`config.mk`:
```
export PLATFORM = sky130hd
export DESIGN_NAME = text_line_numbering_filter
export DESIGN_NICKNAME = d
export VERILOG_FILES = /design/src/rtl/tlnf_pkg.sv /design/src/rtl/tlnf_front.sv /design/src/rtl/tlnf_emit.sv /design/src/rtl/text_line_numbering_filter.sv
export SDC_FILE = /design/constraint.sdc
export NUM_CORES = 1
export LEC_CHECK = 0
export BUFFER_PORTS_ARGS = -buffer_cell sky130_fd_sc_hd__clkbuf_2
export CELL_PAD_IN_SITES_DETAIL_PLACEMENT = 1
export CELL_PAD_IN_SITES_GLOBAL_PLACEMENT = 2
export CORE_UTILIZATION = 41
export CTS_BUF_LIST = sky130_fd_sc_hd__clkbuf_4
export DETAILED_ROUTE_END_ITERATION = 16
export PLACE_DENSITY = 0.83
export SLEW_MARGIN = 10
export SYNTH_ARGS = -nofsm -noshare
export SYNTH_HDL_FRONTEND = slang
export SYNTH_SLANG_ARGS = --single-unit
```
`constraint.sdc`:
```
create_clock -name clk -period 3.2 [get_ports clk]
set_input_delay 0.8 -clock clk [delete_from_list [all_inputs] [get_ports clk]]
set_output_delay 0.8 -clock clk [all_outputs]
set_load 0.02 [all_outputs]
```
`src/rtl/tlnf_pkg.sv`:
```
`default_nettype none
// ----------------------------------------------------------------------------
// tlnf_pkg: shared types and constants of the text line-numbering filter
// Character codes, register indexes and the per-item run flags.
// ----------------------------------------------------------------------------
package tlnf_pkg;

	localparam int TLNF_NUMBER_DIGITS = 6;
	localparam int CAP_DIGITS_MAX     = 6;
	localparam int CFG_IDX_W          = 3;

	localparam logic [7:0] CH_TAB    = 8'h09;
	localparam logic [7:0] CH_NL     = 8'h0A;
	localparam logic [7:0] CH_SPACE  = 8'h20;
	localparam logic [7:0] CH_DOLLAR = 8'h24;
	localparam logic [7:0] CH_ZERO   = 8'h30;
	localparam logic [7:0] CH_QMARK  = 8'h3F;
	localparam logic [7:0] CH_UPPER_I = 8'h49;
	localparam logic [7:0] CH_CARET  = 8'h5E;
	localparam logic [7:0] CH_CTRL_MAX = 8'h1F;
	localparam logic [7:0] CH_DEL    = 8'h7F;
	localparam logic [7:0] CARET_OFS = 8'h40;

	typedef enum logic [CFG_IDX_W-1:0] {
		CFG_NUMBER_ALL      = 3'd0,
		CFG_NUMBER_NONBLANK = 3'd1,
		CFG_SQUEEZE         = 3'd2,
		CFG_SHOW_ENDS       = 3'd3,
		CFG_SHOW_TABS       = 3'd4,
		CFG_SHOW_NONPRINT   = 3'd5
	} cfg_idx_t;

	typedef struct packed {
		logic num;
		logic dollar;
		logic caret;
	} run_flags_t;

endpackage
`default_nettype wire

```
`src/rtl/tlnf_front.sv`:
```
`default_nettype none
// ----------------------------------------------------------------------------
// tlnf_front: option registers, line history and BCD line counter
// Works out what one accepted byte produces and updates the history.
// ----------------------------------------------------------------------------
module tlnf_front #(
	parameter int NUMBER_DIGITS = tlnf_pkg::TLNF_NUMBER_DIGITS
) (
	input  wire logic                           clk,
	input  wire logic                           arst_n,
	input  wire logic                           cfg_we,
	input  wire logic [tlnf_pkg::CFG_IDX_W-1:0] cfg_index,
	input  wire logic                           cfg_data,
	input  wire logic                           accept,
	input  wire logic [7:0]                     in_byte,
	input  wire logic                           new_file,
	output logic                                load,
	output tlnf_pkg::run_flags_t                flags,
	output logic [7:0]                          fch,
	output logic [NUMBER_DIGITS-1:0][3:0]       dig,
	output logic [NUMBER_DIGITS-1:0]            blank
);
	import tlnf_pkg::*;

	localparam int CAP_DIGITS = (NUMBER_DIGITS < CAP_DIGITS_MAX) ? NUMBER_DIGITS
		: CAP_DIGITS_MAX;

	logic number_all_q, number_nonblank_q, squeeze_q, show_ends_q;
	logic show_tabs_q, show_nonprint_q;
	logic prev_nl_q, prev2_nl_q, at_start_q;
	logic [NUMBER_DIGITS-1:0][3:0] cnt_q;

	logic pn, ppn, ats, pn_n, ppn_n, ats_n;
	logic is_nl, is_tab, squeezed, emit_num, num_on, carry, at_max, zero_run;
	logic [NUMBER_DIGITS-1:0][3:0] cnt_e, cnt_inc, cnt_n;

	always_comb begin
		pn     = new_file ? 1'b0 : prev_nl_q;
		ppn    = new_file ? 1'b0 : prev2_nl_q;
		ats    = new_file ? 1'b1 : at_start_q;
		cnt_e  = new_file ? '0 : cnt_q;
		is_nl  = (in_byte == CH_NL);
		is_tab = (in_byte == CH_TAB);

		squeezed = squeeze_q && is_nl && pn && ppn;
		pn_n     = squeeze_q ? is_nl : pn;
		ppn_n    = (squeeze_q && !squeezed) ? pn : ppn;

		num_on   = number_all_q | number_nonblank_q;
		emit_num = !squeezed && (number_nonblank_q ? (ats && !is_nl)
			: (number_all_q && ats));
		ats_n    = (!squeezed && num_on) ? (is_nl | (ats & ~emit_num)) : ats;

		at_max = 1'b1;
		for (int k = 0; k < CAP_DIGITS; k++) begin
			at_max = at_max & (cnt_e[k] == 4'd9);
		end
		carry   = !at_max;
		cnt_inc = cnt_e;
		for (int k = 0; k < CAP_DIGITS; k++) begin
			if (carry) begin
				cnt_inc[k] = (cnt_e[k] == 4'd9) ? 4'd0 : cnt_e[k] + 4'd1;
			end
			carry = carry & (cnt_e[k] == 4'd9);
		end
		cnt_n = emit_num ? cnt_inc : cnt_e;

		zero_run = 1'b1;
		for (int k = NUMBER_DIGITS - 1; k >= 0; k--) begin
			zero_run = zero_run & (cnt_n[k] == 4'd0);
			blank[k] = zero_run & (k != 0);
		end
		dig = cnt_n;

		flags.num    = emit_num;
		flags.dollar = show_ends_q && is_nl;
		flags.caret  = 1'b0;
		fch          = in_byte;
		if (show_tabs_q && is_tab) begin
			flags.caret = 1'b1;
			fch         = CH_UPPER_I;
		end else if (show_nonprint_q && in_byte <= CH_CTRL_MAX && !is_nl && !is_tab) begin
			flags.caret = 1'b1;
			fch         = in_byte + CARET_OFS;
		end else if (show_nonprint_q && in_byte == CH_DEL) begin
			flags.caret = 1'b1;
			fch         = CH_QMARK;
		end

		load = accept && !squeezed;
	end

	always_ff @(posedge clk or negedge arst_n) begin
		if (!arst_n) begin
			number_all_q      <= 1'b0;
			number_nonblank_q <= 1'b0;
			squeeze_q         <= 1'b0;
			show_ends_q       <= 1'b0;
			show_tabs_q       <= 1'b0;
			show_nonprint_q   <= 1'b0;
		end else if (cfg_we) begin
			case (cfg_index)
				CFG_NUMBER_ALL:      number_all_q      <= cfg_data;
				CFG_NUMBER_NONBLANK: number_nonblank_q <= cfg_data;
				CFG_SQUEEZE:         squeeze_q         <= cfg_data;
				CFG_SHOW_ENDS:       show_ends_q       <= cfg_data;
				CFG_SHOW_TABS:       show_tabs_q       <= cfg_data;
				CFG_SHOW_NONPRINT:   show_nonprint_q   <= cfg_data;
				default: ;
			endcase
		end
	end

	always_ff @(posedge clk or negedge arst_n) begin
		if (!arst_n) begin
			prev_nl_q  <= 1'b0;
			prev2_nl_q <= 1'b0;
			at_start_q <= 1'b1;
			cnt_q      <= '0;
		end else if (accept) begin
			prev_nl_q  <= pn_n;
			prev2_nl_q <= ppn_n;
			at_start_q <= ats_n;
			cnt_q      <= cnt_n;
		end
	end

endmodule
`default_nettype wire

```
`src/rtl/tlnf_emit.sv`:
```
`default_nettype none
// ----------------------------------------------------------------------------
// tlnf_emit: run register and output byte sequencer
// Holds one item's run and sends its bytes, one per transfer, via an output register.
// ----------------------------------------------------------------------------
module tlnf_emit #(
	parameter int NUMBER_DIGITS = tlnf_pkg::TLNF_NUMBER_DIGITS
) (
	input  wire logic                           clk,
	input  wire logic                           arst_n,
	input  wire logic                           load,
	input  tlnf_pkg::run_flags_t                flags,
	input  wire logic [7:0]                     fch,
	input  wire logic [NUMBER_DIGITS-1:0][3:0]  dig,
	input  wire logic [NUMBER_DIGITS-1:0]       blank,
	output logic                                s1_free,
	output logic                                out_valid,
	input  wire logic                           out_stall,
	output logic [7:0]                          out_byte,
	output logic                                last_of_run
);
	import tlnf_pkg::*;

	localparam int POS_W = $clog2(NUMBER_DIGITS + 4);
	localparam logic [POS_W-1:0] POS_FIRST  = '0;
	localparam logic [POS_W-1:0] POS_TAB    = POS_W'(NUMBER_DIGITS);
	localparam logic [POS_W-1:0] POS_DOLLAR = POS_W'(NUMBER_DIGITS + 1);
	localparam logic [POS_W-1:0] POS_CARET  = POS_W'(NUMBER_DIGITS + 2);
	localparam logic [POS_W-1:0] POS_CHAR   = POS_W'(NUMBER_DIGITS + 3);

	run_flags_t                    flags_s1;
	logic [7:0]                    fch_s1;
	logic [NUMBER_DIGITS-1:0][3:0] dig_s1;
	logic [NUMBER_DIGITS-1:0]      blank_s1;
	logic                          v_s1;
	logic [POS_W-1:0]              pos_q;
	logic                          o_valid_q, last_q;
	logic [7:0]                    o_byte_q;

	logic       o_load, fin;
	logic [7:0] cur;

	function automatic logic [POS_W-1:0] after_dollar(input run_flags_t f);
		after_dollar = f.caret ? POS_CARET : POS_CHAR;
	endfunction

	function automatic logic [POS_W-1:0] after_tab(input run_flags_t f);
		after_tab = f.dollar ? POS_DOLLAR : after_dollar(f);
	endfunction

	function automatic logic [POS_W-1:0] step_pos(input logic [POS_W-1:0] p,
			input run_flags_t f);
		if (p < POS_TAB) begin
			step_pos = (p == POS_TAB - 1'b1) ? POS_TAB : p + 1'b1;
		end else if (p == POS_TAB) begin
			step_pos = after_tab(f);
		end else if (p == POS_DOLLAR) begin
			step_pos = after_dollar(f);
		end else begin
			step_pos = POS_CHAR;
		end
	endfunction

	always_comb begin
		cur = fch_s1;
		for (int i = 0; i < NUMBER_DIGITS; i++) begin
			if (pos_q == POS_W'(i)) begin
				cur = blank_s1[NUMBER_DIGITS-1-i] ? CH_SPACE
					: (CH_ZERO | {4'h0, dig_s1[NUMBER_DIGITS-1-i]});
			end
		end
		if (pos_q == POS_TAB) begin
			cur = CH_TAB;
		end else if (pos_q == POS_DOLLAR) begin
			cur = CH_DOLLAR;
		end else if (pos_q == POS_CARET) begin
			cur = CH_CARET;
		end
		fin     = (pos_q == POS_CHAR);
		o_load  = v_s1 && (!o_valid_q || !out_stall);
		s1_free = !v_s1 || (o_load && fin);
	end

	always_ff @(posedge clk or negedge arst_n) begin
		if (!arst_n) begin
			v_s1      <= 1'b0;
			pos_q     <= POS_FIRST;
			o_valid_q <= 1'b0;
		end else begin
			if (load) begin
				v_s1  <= 1'b1;
				pos_q <= flags.num ? POS_FIRST : after_tab(flags);
			end else if (o_load) begin
				if (fin) begin
					v_s1 <= 1'b0;
				end
				pos_q <= step_pos(pos_q, flags_s1);
			end
			if (o_load) begin
				o_valid_q <= 1'b1;
			end else if (!out_stall) begin
				o_valid_q <= 1'b0;
			end
		end
	end

	always_ff @(posedge clk) begin
		if (load) begin
			flags_s1 <= flags;
			fch_s1   <= fch;
			dig_s1   <= dig;
			blank_s1 <= blank;
		end
		if (o_load) begin
			o_byte_q <= cur;
			last_q   <= fin;
		end
	end

	assign out_valid   = o_valid_q;
	assign out_byte    = o_byte_q;
	assign last_of_run = last_q;

	a_pos_range: assert property (@(posedge clk) disable iff (!arst_n)
		v_s1 |-> pos_q <= POS_CHAR)
		else $error("run position out of range");

	a_digits_need_num: assert property (@(posedge clk) disable iff (!arst_n)
		v_s1 && pos_q <= POS_TAB |-> flags_s1.num)
		else $error("number field sent without numbering");

	a_dollar_flag: assert property (@(posedge clk) disable iff (!arst_n)
		v_s1 && pos_q == POS_DOLLAR |-> flags_s1.dollar)
		else $error("dollar sent without line-end flag");

	a_last_marks_end: assert property (@(posedge clk) disable iff (!arst_n)
		o_load |=> last_q == $past(fin))
		else $error("last_of_run does not match run end");

	a_no_load_busy: assert property (@(posedge clk) disable iff (!arst_n)
		load |-> s1_free)
		else $error("run register overwritten");

endmodule
`default_nettype wire

```
`src/rtl/text_line_numbering_filter.sv`:
```
// An accepted byte is held in the run register; each of its output bytes is sent through the output register.
// Throughput: one input byte per cycle while each byte yields one output byte and
// the output is not stalled; a byte that yields k bytes (up to NUMBER_DIGITS + 3)
// holds the run register until its last byte is sent. Squeezed newlines are accepted but give no output.
// Reset: all options off, line count zero, history cleared, at start of line.
`default_nettype none
// ----------------------------------------------------------------------------
// text_line_numbering_filter: byte stream rewriter with line numbers
// Squeezes blank lines, numbers lines and shows tabs, ends and control bytes.
// ----------------------------------------------------------------------------
module text_line_numbering_filter #(
	parameter int NUMBER_DIGITS = tlnf_pkg::TLNF_NUMBER_DIGITS
) (
	input  wire logic                           clk,
	input  wire logic                           arst_n,
	input  wire logic                           in_valid,
	output logic                                in_stall,
	input  wire logic [7:0]                     in_byte,
	input  wire logic                           new_file,
	output logic                                out_valid,
	input  wire logic                           out_stall,
	output logic [7:0]                          out_byte,
	output logic                                last_of_run,
	input  wire logic                           cfg_valid,
	output logic                                cfg_ready,
	input  wire logic [tlnf_pkg::CFG_IDX_W-1:0] cfg_index,
	input  wire logic                           cfg_data
);
	import tlnf_pkg::*;

	logic                          accept, load, s1_free;
	run_flags_t                    flags;
	logic [7:0]                    fch;
	logic [NUMBER_DIGITS-1:0][3:0] dig;
	logic [NUMBER_DIGITS-1:0]      blank;

	assign cfg_ready = 1'b1;
	assign in_stall  = !s1_free;
	assign accept    = in_valid && s1_free;

	tlnf_front #(
		.NUMBER_DIGITS(NUMBER_DIGITS)
	) u_front (
		.clk      (clk),
		.arst_n   (arst_n),
		.cfg_we   (cfg_valid && cfg_ready),
		.cfg_index(cfg_index),
		.cfg_data (cfg_data),
		.accept   (accept),
		.in_byte  (in_byte),
		.new_file (new_file),
		.load     (load),
		.flags    (flags),
		.fch      (fch),
		.dig      (dig),
		.blank    (blank)
	);

	tlnf_emit #(
		.NUMBER_DIGITS(NUMBER_DIGITS)
	) u_emit (
		.clk        (clk),
		.arst_n     (arst_n),
		.load       (load),
		.flags      (flags),
		.fch        (fch),
		.dig        (dig),
		.blank      (blank),
		.s1_free    (s1_free),
		.out_valid  (out_valid),
		.out_stall  (out_stall),
		.out_byte   (out_byte),
		.last_of_run(last_of_run)
	);

endmodule
`default_nettype wire

```
## Word-level counts from Yosys, hierarchy flattened

Index checks and enable logic that the tools add are counted.

| operators by class | value |
|---|---|
| add/subtract/negate cells | 8 |
| magnitude comparators | 2 |
| equal/unequal tests | 24 |
| muxes and demuxes | 55 |
| bitwise gates (word level) | 18 |
| reduce and logical (&&, ||, !) cells | 46 |

Operator list:

| kind | count |
|---|---|
| $mux 4 | 21 |
| $mux 8 | 8 |
| $mux 24 | 2 |
| $eq 4x4->1 const B | 8 |
| $add 4x1->4 const B | 7 |
| $mux 5 | 5 |
| $logic_not 4->1 | 6 |
| $logic_and 1x1->1 | 18 |
| $mux 1 | 17 |
| $eq 4x3->1 const B | 4 |
| $eq 8x4->1 const B | 2 |
| $and 1x1->1 | 15 |
| $reduce_and 2->1 | 7 |
| $add 8x7->8 const B | 1 |
| $eq 4x2->1 const B | 2 |
| $eq 8x7->1 const B | 1 |
| $le 8x5->1 const B | 1 |
| $logic_not 1->1 | 8 |
| $mux 7 | 1 |
| $eq 3x2->1 const B | 2 |
| $eq 3x3->1 const B | 2 |
| $mux 6 | 1 |
| $eq 4x1->1 const B | 1 |
| $lt 4x3->1 const B | 1 |
| other kinds (9) | 12 |

| storage, ports and cells | value |
|---|---|
| bits in registers | 87 |
| bits of input ports | 18 |
| output and inout port bits | 12 |
| word-level logic and storage cells | 185 |

## Logic depth before layout (Yosys ltp)

Gate-level depths: netlist of run 1.

| depth | value |
|---|---|
| word-level depth | 20 |
| depth in mapped cells | 10 |
| depth with buffers taken out | 10 |

## Hierarchy

From an unflattened synthesis of run 1, not the netlist that was laid out.

| second synthesis, totals | value |
|---|---|
| cell total of the unflattened synthesis | 528 |
| area, all modules | 5336.4 sq um |

Modules (own cells, without submodules):

| module | times used | cells an instance | area each (sq um) | sequential area each (sq um) |
|---|---|---|---|---|
| tlnf_front | 1 | 318 | 2763.9 | 827.0 |
| tlnf_emit | 1 | 206 | 2551.2 | 1621.6 |
| text_line_numbering_filter | 1 | 4 | 21.3 | 0.0 |

## Least setup slack after synthesis of run 1

Ideal clock, no wire load.

| path | value |
|---|---|
| kind | in2reg |
| start | input in_byte[2] |
| end | register u_emit.pos_q[2] |
| library setup time | 65 ps |
| data arrival time | 2877 ps |
| data required time | 3135 ps |
| slack | 258 ps |
| cell stages on the path | 8 |
| path buffers | 0 |
| cell sequence | nor4b_1 and3_1 nand2_1 nand2_1 inv_1 or3_1 nor2_1 o22a_1 |

| on the way | value |
|---|---|
| elaborated cells between the ends (all ways) | 15 |
| classes of those cells | eq/ne (1); mux (4); reduce/logical (10) |

RTL lines:

| item | RTL line | RTL |
|---|---|---|
| start: declaration | text_line_numbering_filter.sv:18 | `input wire logic [7:0] in_byte,` |
| $eq 8x4->1 (*) | tlnf_front.sv:42 | `is_nl = (in_byte == CH_NL);` |
| $logic_and 1x1->1 (*) (3 in series) | tlnf_front.sv:45 | `squeezed = squeeze_q && is_nl && pn && ppn;` |
| $logic_not 1->1 (*) | tlnf_front.sv:90 | `load = accept && !squeezed;` |
| $logic_and 1x1->1 (*) | tlnf_front.sv:90 |  |
| named net load | text_line_numbering_filter.sv:31 | `logic accept, load, s1_free;` |
| $mux 4 / $reduce_bool 2->1 (equally long branches) | n/a |  |
| end signal: assignment | tlnf_emit.sv:92 | `pos_q <= flags.num ? POS_FIRST : after_tab(flags);` |
| end signal: assignment | tlnf_emit.sv:97 | `pos_q <= step_pos(pos_q, flags_s1);` |
| end: declaration | tlnf_emit.sv:36 | `logic [POS_W-1:0] pos_q;` |

Mark *: on every way through the listed nets, which the timed path passes. The rest lies on a longest branch.
A chain may end at the register's enable or synchronous reset.

## Final worst setup path of run 1

| path | value |
|---|---|
| start | register u_emit.pos_q[1] |
| end | output in_stall |

| on the way | value |
|---|---|
| cells in the longest elaborated chain, start to end | 4 |

RTL lines:

| item | RTL line | RTL |
|---|---|---|
| $eq 4x4->1 | tlnf_emit.sv:79 | `fin = (pos_q == POS_CHAR);` |
| named net u_emit.fin | tlnf_emit.sv:40 | `logic o_load, fin;` |
| $logic_and 1x1->1 | tlnf_emit.sv:81 | `s1_free = !v_s1 \|\| (o_load && fin);` |
| $logic_or 1x1->1 | tlnf_emit.sv:81 |  |
| $logic_not 1->1 | text_line_numbering_filter.sv:38 | `assign in_stall = !s1_free;` |
| end: declaration | text_line_numbering_filter.sv:17 | `output logic in_stall,` |

The timed path passes the listed nets, and every way through them passes these cells.

==> results of run 1 <==
critical path, delay by kind of cell (launching register included):
kind,cells,cell delay [ns]
AND/OR/NAND/NOR,1,0.26
flip-flops,1,0.48
adder cells (fa/ha/maj),1,0.33
buffers and inverters,3,0.33
AO/OA/AOI/OAI,1,0.24
worst max-delay path by stage:
| stage | slack, ns | cells after the start | start | endpoint |
|---|---|---|---|---|
| floorplan | 0.26 | 8 | in_byte[2] | u_emit.pos_q[2] |
| global placement | 0.01 | 9 | new_file | u_emit.blank_s1[1] |
| detailed placement | -0.16 | 9 | new_file | u_emit.blank_s1[1] |
| CTS | 0.24 | 6 | u_emit.pos_q[1] | in_stall |
| global route | 0.04 | 9 | new_file | u_emit.blank_s1[1] |
| finish | 0.27 | 6 | u_emit.pos_q[1] | in_stall |
synth_stat cells (5+ instances only):
library cell   n  area, sq um
a211o_1        5        43.79
a21oi_1       29        145.1
a31oi_1       10        62.56
and3_1         6        37.54
clkbuf_1      25        93.84
dfrtp_1       38        950.9
edfxtp_1      48         1441
ha_1           7        87.58
inv_1         20        75.07
mux2_2         6        67.56
mux2i_1        7        70.07
nand2_1       71        266.5
nand2b_1       9        56.30
nand3_1       14        70.07
nand4_1        7        43.79
nor2_1        42        157.7
nor2b_1       18        112.6
nor3_1        17        85.08
nor3b_1        5        37.54
nor4b_1        5        43.79
o211ai_1       7        52.55
o21ai_0       30        150.1
o22ai_1        5        31.28
o31ai_1        6        45.04
xnor2_1        7        61.31
xor2_1         5        43.79
flip-flops by register name, indices dropped and copies added, names as in the netlist, 2 cells and up:
| register | cells |
|---|---|
| u_emit.pos_q | 4 |
| u_emit.blank_s1 | 5 |
| u_emit.out_byte | 8 |
| u_emit.fch_s1 | 8 |
| u_emit.flags_s1 | 2 |
| u_front.cnt_q | 24 |
| u_emit.dig_s1 | 24 |
power breakdown:
part	switching, mW	leakage, nW	internal [mW]
Sequential	0.230	0.948	1.55
Combinational	1.06	1.25	0.656
Clock	0.432	0.0625	0.169
Total	1.72	2.26	2.37
area by class of cell:
class / instances / area, sq um / share of cell area (%)
multi-input cells: 390 / 2406 / 42.91
inverters: 21 / 78.83 / 1.406
well taps: 147 / 183.9 / 3.281
clock buffers: 9 / 67.56 / 1.205
clock inverters: 7 / 56.30 / 1.004
flip-flops and latches: 87 / 2419 / 43.14
repair buffers: 62 / 395.4 / 7.052
cell families (layout without fill, tap and decap cells):
group                    after synthesis  count (layout)  share of synthesized area (%)
other                                  1               1                        0.07424
AO/OA/AOI/OAI                        132             132                          17.29
multiplexers                          13              13                          2.725
adder cells (fa/ha/maj)                7               7                          1.734
buffers and inverters                 55              99                          4.483
AND/OR/NAND/NOR                      225             225                          23.73
flip-flops                            87              87                          47.88
XOR/XNOR                              12              12                          2.081
per-layer routing:
layer | track usage [%] | vias to the layer above | share of wire (%)
met4 | 9.298 | 0 | 2.2
li1 | - | 2030 | -
met5 | 0 | - | 0
met3 | 2.999 | 26 | 2.5
met2 | 36.83 | 79 | 47
met1 | 31.04 | 2079 | 48
==> flow_metrics.tcl, run 1 <==
set metrics [dict create \
    cts_tree "yes" \
    setup_tns_ns 0 \
    vias_per_cell 5.828 \
    p_leak_nw 2.260 \
    synthArstFlopShare_pct 44.83 \
    die_area_sq_um 12770 \
    dp_hpwl_mm 9.940 \
    antenna_found_initial 0 \
    cts_made_buffers 9 \
    grt_max_degree 42 \
    wirelength_mm 13.37 \
    track_usage_pct 22.76 \
    syn_inst 532 \
    synth.net_count 557 \
    cts_sinks 87 \
    fin_cells 723 \
    synth_edf_count 48 \
    cap_violations 0 \
    critical_path_peak_fanout 10 \
    arrival_ns 2.13 \
    crit_chain "inv_1 -> ha_1 -> and3b_1 -> a21bo_2 -> inv_1 -> clkbuf_2" \
    root_buffer "clkbuf_4" \
    post_cts_buffers 0 \
    layout.nets 596 \
    crit_path_frequent_cell "inv_1" \
    fin_ws_ns 0.2685 \
    max_freq_mhz 341.1 \
    clk_path_buf_depth 2 \
    p_total_mw 4.089 \
    clock_skew_ns 0.02044 \
    min_period_ns 2.932 \
    syn_area_sq_um 5051 \
    synth_cell_types 74 \
    finalSetupViolCount 0 \
    fin_hold_ws_ns 0.3311 \
    worst_path_max_delay_cell "dfrtp_1" \
    relSlewSlack_pct 50.16 \
    slew_viol_final 0 \
    ant_nets 0 \
    cts_resized 0 \
    drc 0 \
    grt-ovfl-total 0 \
    ir_drop_mv 0.2109 \
    place_ws_ns -0.1630 \
    final_area_sq_um 5607 \
    postCtsHoldBufs 0 \
    synth-seq-cells 87 \
    ys.flop_type "edfxtp_1" \
    dr.first_iter.drc_count 277 \
    reg2reg_to "u_emit.out_byte[3]" \
    io_pins 30 \
    place_congestion 0.8528 \
    layout_commonest_cell "nand2_1" \
    ff2ff_path_depth 9 \
    port_buffers 28 \
    worstSkewPairLatency_ns 0.48 \
    hp-class "input pin to async pin" \
    grt_pass1_vias 4294 \
    p_per_area_nw_per_um2 729.3 \
    crit_type "flip-flop to output port" \
    wire_per_inst_um 18.49 \
    worst_pin_slew_ns 0.7372 \
    r2r_slack_ns 0.31 \
    worstPathRequired_ns 2.40 \
    layout-drive-gt1-share_pct 16.15 \
    avgSynthCellArea_sq_um 9.495 \
    synth_warnings 0 \
    slowest_delay_ns 0.48 \
    dp_cells 707 \
    layout_common_cells "71 x nand2_1, 48 x edfxtp_1, 42 x nor2_1, 38 x dfrtp_1, 34 x buf_4" \
    core_area_sq_um 12010 \
    r2r_start "u_emit.pos_q[0]" \
    fin_util_pct 46.68 \
    via_count 4214 \
    placed_area_sq_um 5483 \
    area_growth_pct 11.00 \
    rows 40 \
    final-hold-violation-count 0 \
    post-route-period-util_pct 91.61 \
    clk_pin_slew_ns 0.16 \
    dr.pass1.iters 4 \
    yosysSeqAreaShare_pct 47.88 \
    htreeDepth 3 \
    antennaDiodeCount 0 \
    startpoint_type "flip-flop" \
    end_kind "output port" \
    die_h_um 113.0 \
    dieWidth_um 113.0 \
    grt_pass1_wl_mm 22.38 \
    start_util_pct 42.05 \
    rsz0062_at_grt "false" \
    nFillCells 1397 \
    status "complete, no violations" \
]
Power figures use the tool's default switching activity.
==> run 2, diff against run 1 <==
--- a/config.mk
+++ b/config.mk
@@ -8,6 +8,7 @@
 export BUFFER_PORTS_ARGS = -buffer_cell sky130_fd_sc_hd__clkbuf_2
 export CELL_PAD_IN_SITES_DETAIL_PLACEMENT = 1
 export CELL_PAD_IN_SITES_GLOBAL_PLACEMENT = 2
+export CORE_MARGIN = 2
 export CORE_UTILIZATION = 41
 export CTS_BUF_LIST = sky130_fd_sc_hd__clkbuf_4
 export DETAILED_ROUTE_END_ITERATION = 16
==> constraint.sdc (replaced) <==
create_clock -name clk -period 2.9 [get_ports clk]
set_input_delay 0.725 -clock clk [delete_from_list [all_inputs] [get_ports clk]]
set_output_delay 0.725 -clock clk [all_outputs]
set_load 0.02 [all_outputs]
==> flow_metrics.tcl, run 2 (same netlist as run 1, synthesis figures left out) <==
set metrics [dict create \
    cts_tree "yes" \
    arrival_ns 1.98 \
    dp_cells 732 \
    layout.nets 622 \
    pwr-share-comb_pct 41.9 \
    met2_usage_pct 37.53 \
    io_pins 30 \
    postCtsHoldBufs 0 \
    crit_type "flip-flop to output port" \
    grt_pass1_vias 4392 \
    startpoint_type "flip-flop" \
    post-route-period-util_pct 93.32 \
    cts_sinks 87 \
    ff2ff_path_depth 7 \
    clk_path_buf_depth 2 \
    core_area_sq_um 12010 \
    regArea_sq_um 2420 \
    layout_common_cells "71 x nand2_1, 59 x buf_4, 48 x edfxtp_1, 42 x nor2_1, 37 x dfrtp_1" \
    layout-drive-gt1-share_pct 20.27 \
    grtUsageMet3_pct 4.006 \
    p_int_mw 2.866 \
    critical_path_peak_fanout 8 \
    clk_pin_slew_ns 0.14 \
    grt_pass1_wl_mm 23.14 \
    grt-ovfl-total 0 \
    reg.largest.list "u_emit.dig_s1: 24 flops, u_front.cnt_q: 24 flops" \
    p_leak_nw 2.421 \
    htreeDepth 3 \
    start_util_pct 42.05 \
    port_buffers 28 \
    clock_skew_ns 0.02331 \
    busiest_layer "met2" \
    fin_hold_ws_ns 0.3039 \
    hp-class "input pin to async pin" \
    finalSetupViolCount 0 \
    ant_nets 0 \
    dr.first_iter.drc_count 230 \
    rsz0062_at_grt "false" \
    p_per_area_nw_per_um2 807.6 \
    fin_util_pct 48.89 \
    dp_hpwl_mm 10.67 \
    netSwitchingFraction_pct 39.56 \
    track_usage_pct 22.92 \
    r2r_slack_ns 0.22 \
    vias_per_cell 5.653 \
    cts_made_buffers 9 \
    antenna_found_initial 0 \
    clkPwrFrac_pct 16.7 \
    setup_tns_ns 0 \
    via_count 4234 \
    final-hold-violation-count 0 \
    worstPathRequired_ns 2.17 \
    dieWidth_um 115.0 \
    max_freq_mhz 369.5 \
    relSlewSlack_pct 57.50 \
    multi_input_area_sq_um 2430 \
    cap_violations 0 \
    dr.pass1.iters 5 \
    rows 40 \
    worst_pin_slew_ns 0.6359 \
    status "complete, no violations" \
    place_ws_ns -0.3056 \
    slew_viol_final 0 \
    place_congestion 0.9102 \
    final_area_sq_um 5872 \
    fin_cells 749 \
    seqPwrFrac_pct 41.4 \
    worstSkewPairLatency_ns 0.48 \
    layout_commonest_cell "nand2_1" \
    min_period_ns 2.706 \
    fin_ws_ns 0.1938 \
    use_met1_pct 29.49 \
    area_growth_pct 16.25 \
    ir_drop_mv 0.2949 \
    root_buffer "clkbuf_4" \
    p_switching_mw 1.876 \
    drc 0 \
    die_h_um 115.0 \
    nFillCells 1402 \
    p_total_mw 4.742 \
    die_area_sq_um 13220 \
    end_kind "output port" \
    grt_max_degree 40 \
    antennaDiodeCount 0 \
    wirelength_mm 14.16 \
    placed_area_sq_um 5683 \
    wire_per_inst_um 18.90 \
]
==> run 2: cell count changes in the layout (fill, tap and decap cells not counted), sizes merged <==
| cell | previous run | this run |
|---|---|---|
| clkbuf | 37 | 39 |
| clkinvlp | 2 | 0 |
| buf | 34 | 60 |
| inv | 23 | 22 |
| bufinv | 0 | 2 |
| clkinv | 3 | 2 |
==> run 2: critical path: stages, from the launching register on <==
cell,delay [ns]
dfrtp_2,0.47
inv_1,0.14
ha_2,0.29
and3b_1,0.22
a21bo_2,0.18
inv_1,0.05
clkbuf_2,0.15
==> run 2: layer usage <==
metal | share of wire (%) | vias to the layer above
met5 | 0 | -
met4 | 3.2 | 0
met3 | 3.7 | 25
met2 | 47 | 72
met1 | 46 | 2048
li1 | - | 2089
==> run 2: power by group through the flow <==
stage / sequential, mW / combinational [mW] / clock, mW
global placement: 1.98 / 1.92 / 0
floorplan: 1.95 / 1.25 / 0
CTS: 1.96 / 1.99 / 0.823
finish: 1.96 / 1.99 / 0.793
global route: 2.00 / 2.21 / 0.867
detailed placement: 1.99 / 1.98 / 0
==> run 2: path summary, 6_finish.rpt <==
check                                      start            endpoint
worst max register to register  u_front.cnt_q[1]  u_emit.blank_s1[1]
worst min-delay path                      arst_n    u_emit.out_valid
min in group clk                      in_byte[4]    u_emit.fch_s1[4]
worst min register to register       u_emit.v_s1    u_emit.out_valid
worst max-delay path             u_emit.pos_q[1]            in_stall
max in group asynchronous                 arst_n   u_front.cnt_q[20]
==> run 2: cell type report <==
cell class              instances  area share, %
clock buffers                  11          1.406
clock inverters                 5          1.257
inverters                      21          1.342
multi-input cells             390          41.38
flip-flops and latches         87          41.21
well taps                     147          3.132
repair buffers                 88          10.27
==> run 2: what timing repair did <==
action	CTS	global route
resized for setup	0	5
setup buffers	0	1
endpoints found under the setup margin	0	2
==> run 3, diff against run 2 <==
--- a/config.mk
+++ b/config.mk
@@ -12,7 +12,7 @@
 export CORE_UTILIZATION = 41
 export CTS_BUF_LIST = sky130_fd_sc_hd__clkbuf_4
 export DETAILED_ROUTE_END_ITERATION = 16
-export PLACE_DENSITY = 0.83
+export PLACE_DENSITY_LB_ADDON = 0.1
 export SLEW_MARGIN = 10
 export SYNTH_ARGS = -nofsm -noshare
 export SYNTH_HDL_FRONTEND = slang
==> flow_metrics.tcl, run 3 (same netlist as run 1, synthesis figures left out) <==
set metrics [dict create \
    dr.first_iter.drc_count 333 \
    root_buffer "clkbuf_4" \
    layout-drive-gt1-share_pct 22.73 \
    dieWidth_um 115.0 \
    cts_made_buffers 9 \
    die_area_sq_um 13220 \
    vias_per_cell 5.701 \
    p_leak_nw 2.477 \
    grt_pass1_wl_mm 23.94 \
    relSlewSlack_pct 62.78 \
    regArea_sq_um 2422 \
    cts_sinks 87 \
    wire_per_inst_um 19.46 \
    cts_tree "yes" \
    layout_common_cells "71 x nand2_1, 71 x buf_4, 48 x edfxtp_1, 42 x nor2_1, 35 x dfrtp_1" \
    r2r_start "u_emit.pos_q[1]" \
    crit_type "input pin to flip-flop" \
    core_area_sq_um 12010 \
    hp-class "input pin to async pin" \
    startpoint_type "input pin" \
    setup_tns_ns 0 \
    r2r_slack_ns 0.22 \
    post-route-period-util_pct 95.19 \
    max_freq_mhz 362.3 \
    worstSkewPairLatency_ns 0.47 \
    worst_pin_slew_ns 0.5583 \
    clock_skew_ns 0.02671 \
    antenna_found_initial 0 \
    grt-ovfl-total 0 \
    die_h_um 115.0 \
    port_buffers 28 \
    antennaDiodeCount 0 \
    p_per_area_nw_per_um2 777.6 \
    grt_pass1_vias 4529 \
    ff2ff_path_depth 9 \
    clk_path_buf_depth 2 \
    grt_max_degree 43 \
    multi_input_area_sq_um 2444 \
    cap_violations 0 \
    clk_pin_slew_ns 0.15 \
    end_kind "flip-flop" \
    dp_hpwl_mm 11.07 \
    worstSetupStartpoint "new_file" \
    fin_hold_ws_ns 0.1020 \
    rows 40 \
    dr.pass1.iters 6 \
    drc 0 \
    track_usage_pct 23.71 \
    reg2reg_to "u_emit.out_byte[2]" \
    worstPathRequired_ns 3.19 \
    reg.largest.list "u_emit.dig_s1: 24 flops, u_front.cnt_q: 24 flops" \
    ant_nets 0 \
    ir_drop_mv 0.2561 \
    start_util_pct 42.05 \
    min_period_ns 2.760 \
    arrival_ns 3.05 \
    final-hold-violation-count 0 \
    io_pins 30 \
    critical_path_peak_fanout 8 \
    status "complete, no violations" \
    via_count 4350 \
    critPathCapture "u_emit.blank_s1[1]" \
    slew_viol_final 0 \
    nFillCells 1375 \
    layout.nets 636 \
    place_congestion 0.8732 \
    htreeDepth 3 \
    fin_util_pct 49.76 \
    area_growth_pct 18.33 \
    wirelength_mm 14.85 \
    finalSetupViolCount 0 \
]
run 3: cell types whose count changed in the layout (fill, tap and decap cells not counted), sizes merged:
cell / previous run / this run
bufinv: 2 / 0
clkbuf: 39 / 42
clkinv: 2 / 3
inv: 22 / 20
buf: 60 / 74
run 3: layer usage:
metal	vias up	track usage, %	wire length, um
met5	-	0	0
met4	0	8.675	297
met3	23	3.690	368
met2	72	40.35	7365
met1	2151	30.63	6819
li1	2104	-	-
run 3: how the worst min path moves through the flow:
stage,to,slack [ns]
after floorplan,u_emit.out_valid,0.43
after global placement,u_emit.out_valid,0.45
after detailed placement,u_emit.out_valid,0.46
after CTS,u_front.cnt_q[0],0.09
after global routing,u_front.cnt_q[0],0.08
final,u_front.cnt_q[0],0.10
run 3: critical path: stages:
cell and delay (ns):
clkbuf_2 0.19, buf_12 0.18, nor4b_2 0.35, nand4_1 0.15, buf_4 0.19, nor4_4 0.29, mux2i_2 0.31, o311a_1 0.22
nor3b_4 0.22, nor4bb_4 0.21
run 3: cell type report:
type / instances / share of cell area (%)
sequential: 87 / 40.53
clock buffer: 14 / 1.758
clock inverter: 2 / 0.1675
tap: 147 / 3.077
inverter: 21 / 1.319
multi-input combinational: 390 / 40.88
timing repair buffer: 102 / 12.27
run 3: power by group:
part           leakage, nW  total [mW]  internal [mW]  switching [mW]
Combinational         1.46        2.01          0.813            1.19
Clock               0.0722       0.648          0.223           0.425
Sequential           0.945        1.99           1.71           0.284
run 3: what timing repair did:
item | in CTS | in global routing
hold buffers | 0 | 0
setup buffers | 0 | 1
setup endpoints to repair | 0 | 5
resized for setup | 0 | 9
run 3: metrics by stage:
stage	instance area, sq um	std cells	power, mW	setup WS [ns]
finish	5977	763	4.648	0.1395
global route	5977	763	4.987	-0.005002
CTS	5928	762	4.662	0.06371
detailed placement	5813	746	4.016	-0.4320
global placement	5813	746	3.928	-0.2184
floorplan	5051	532	3.207	0.03275
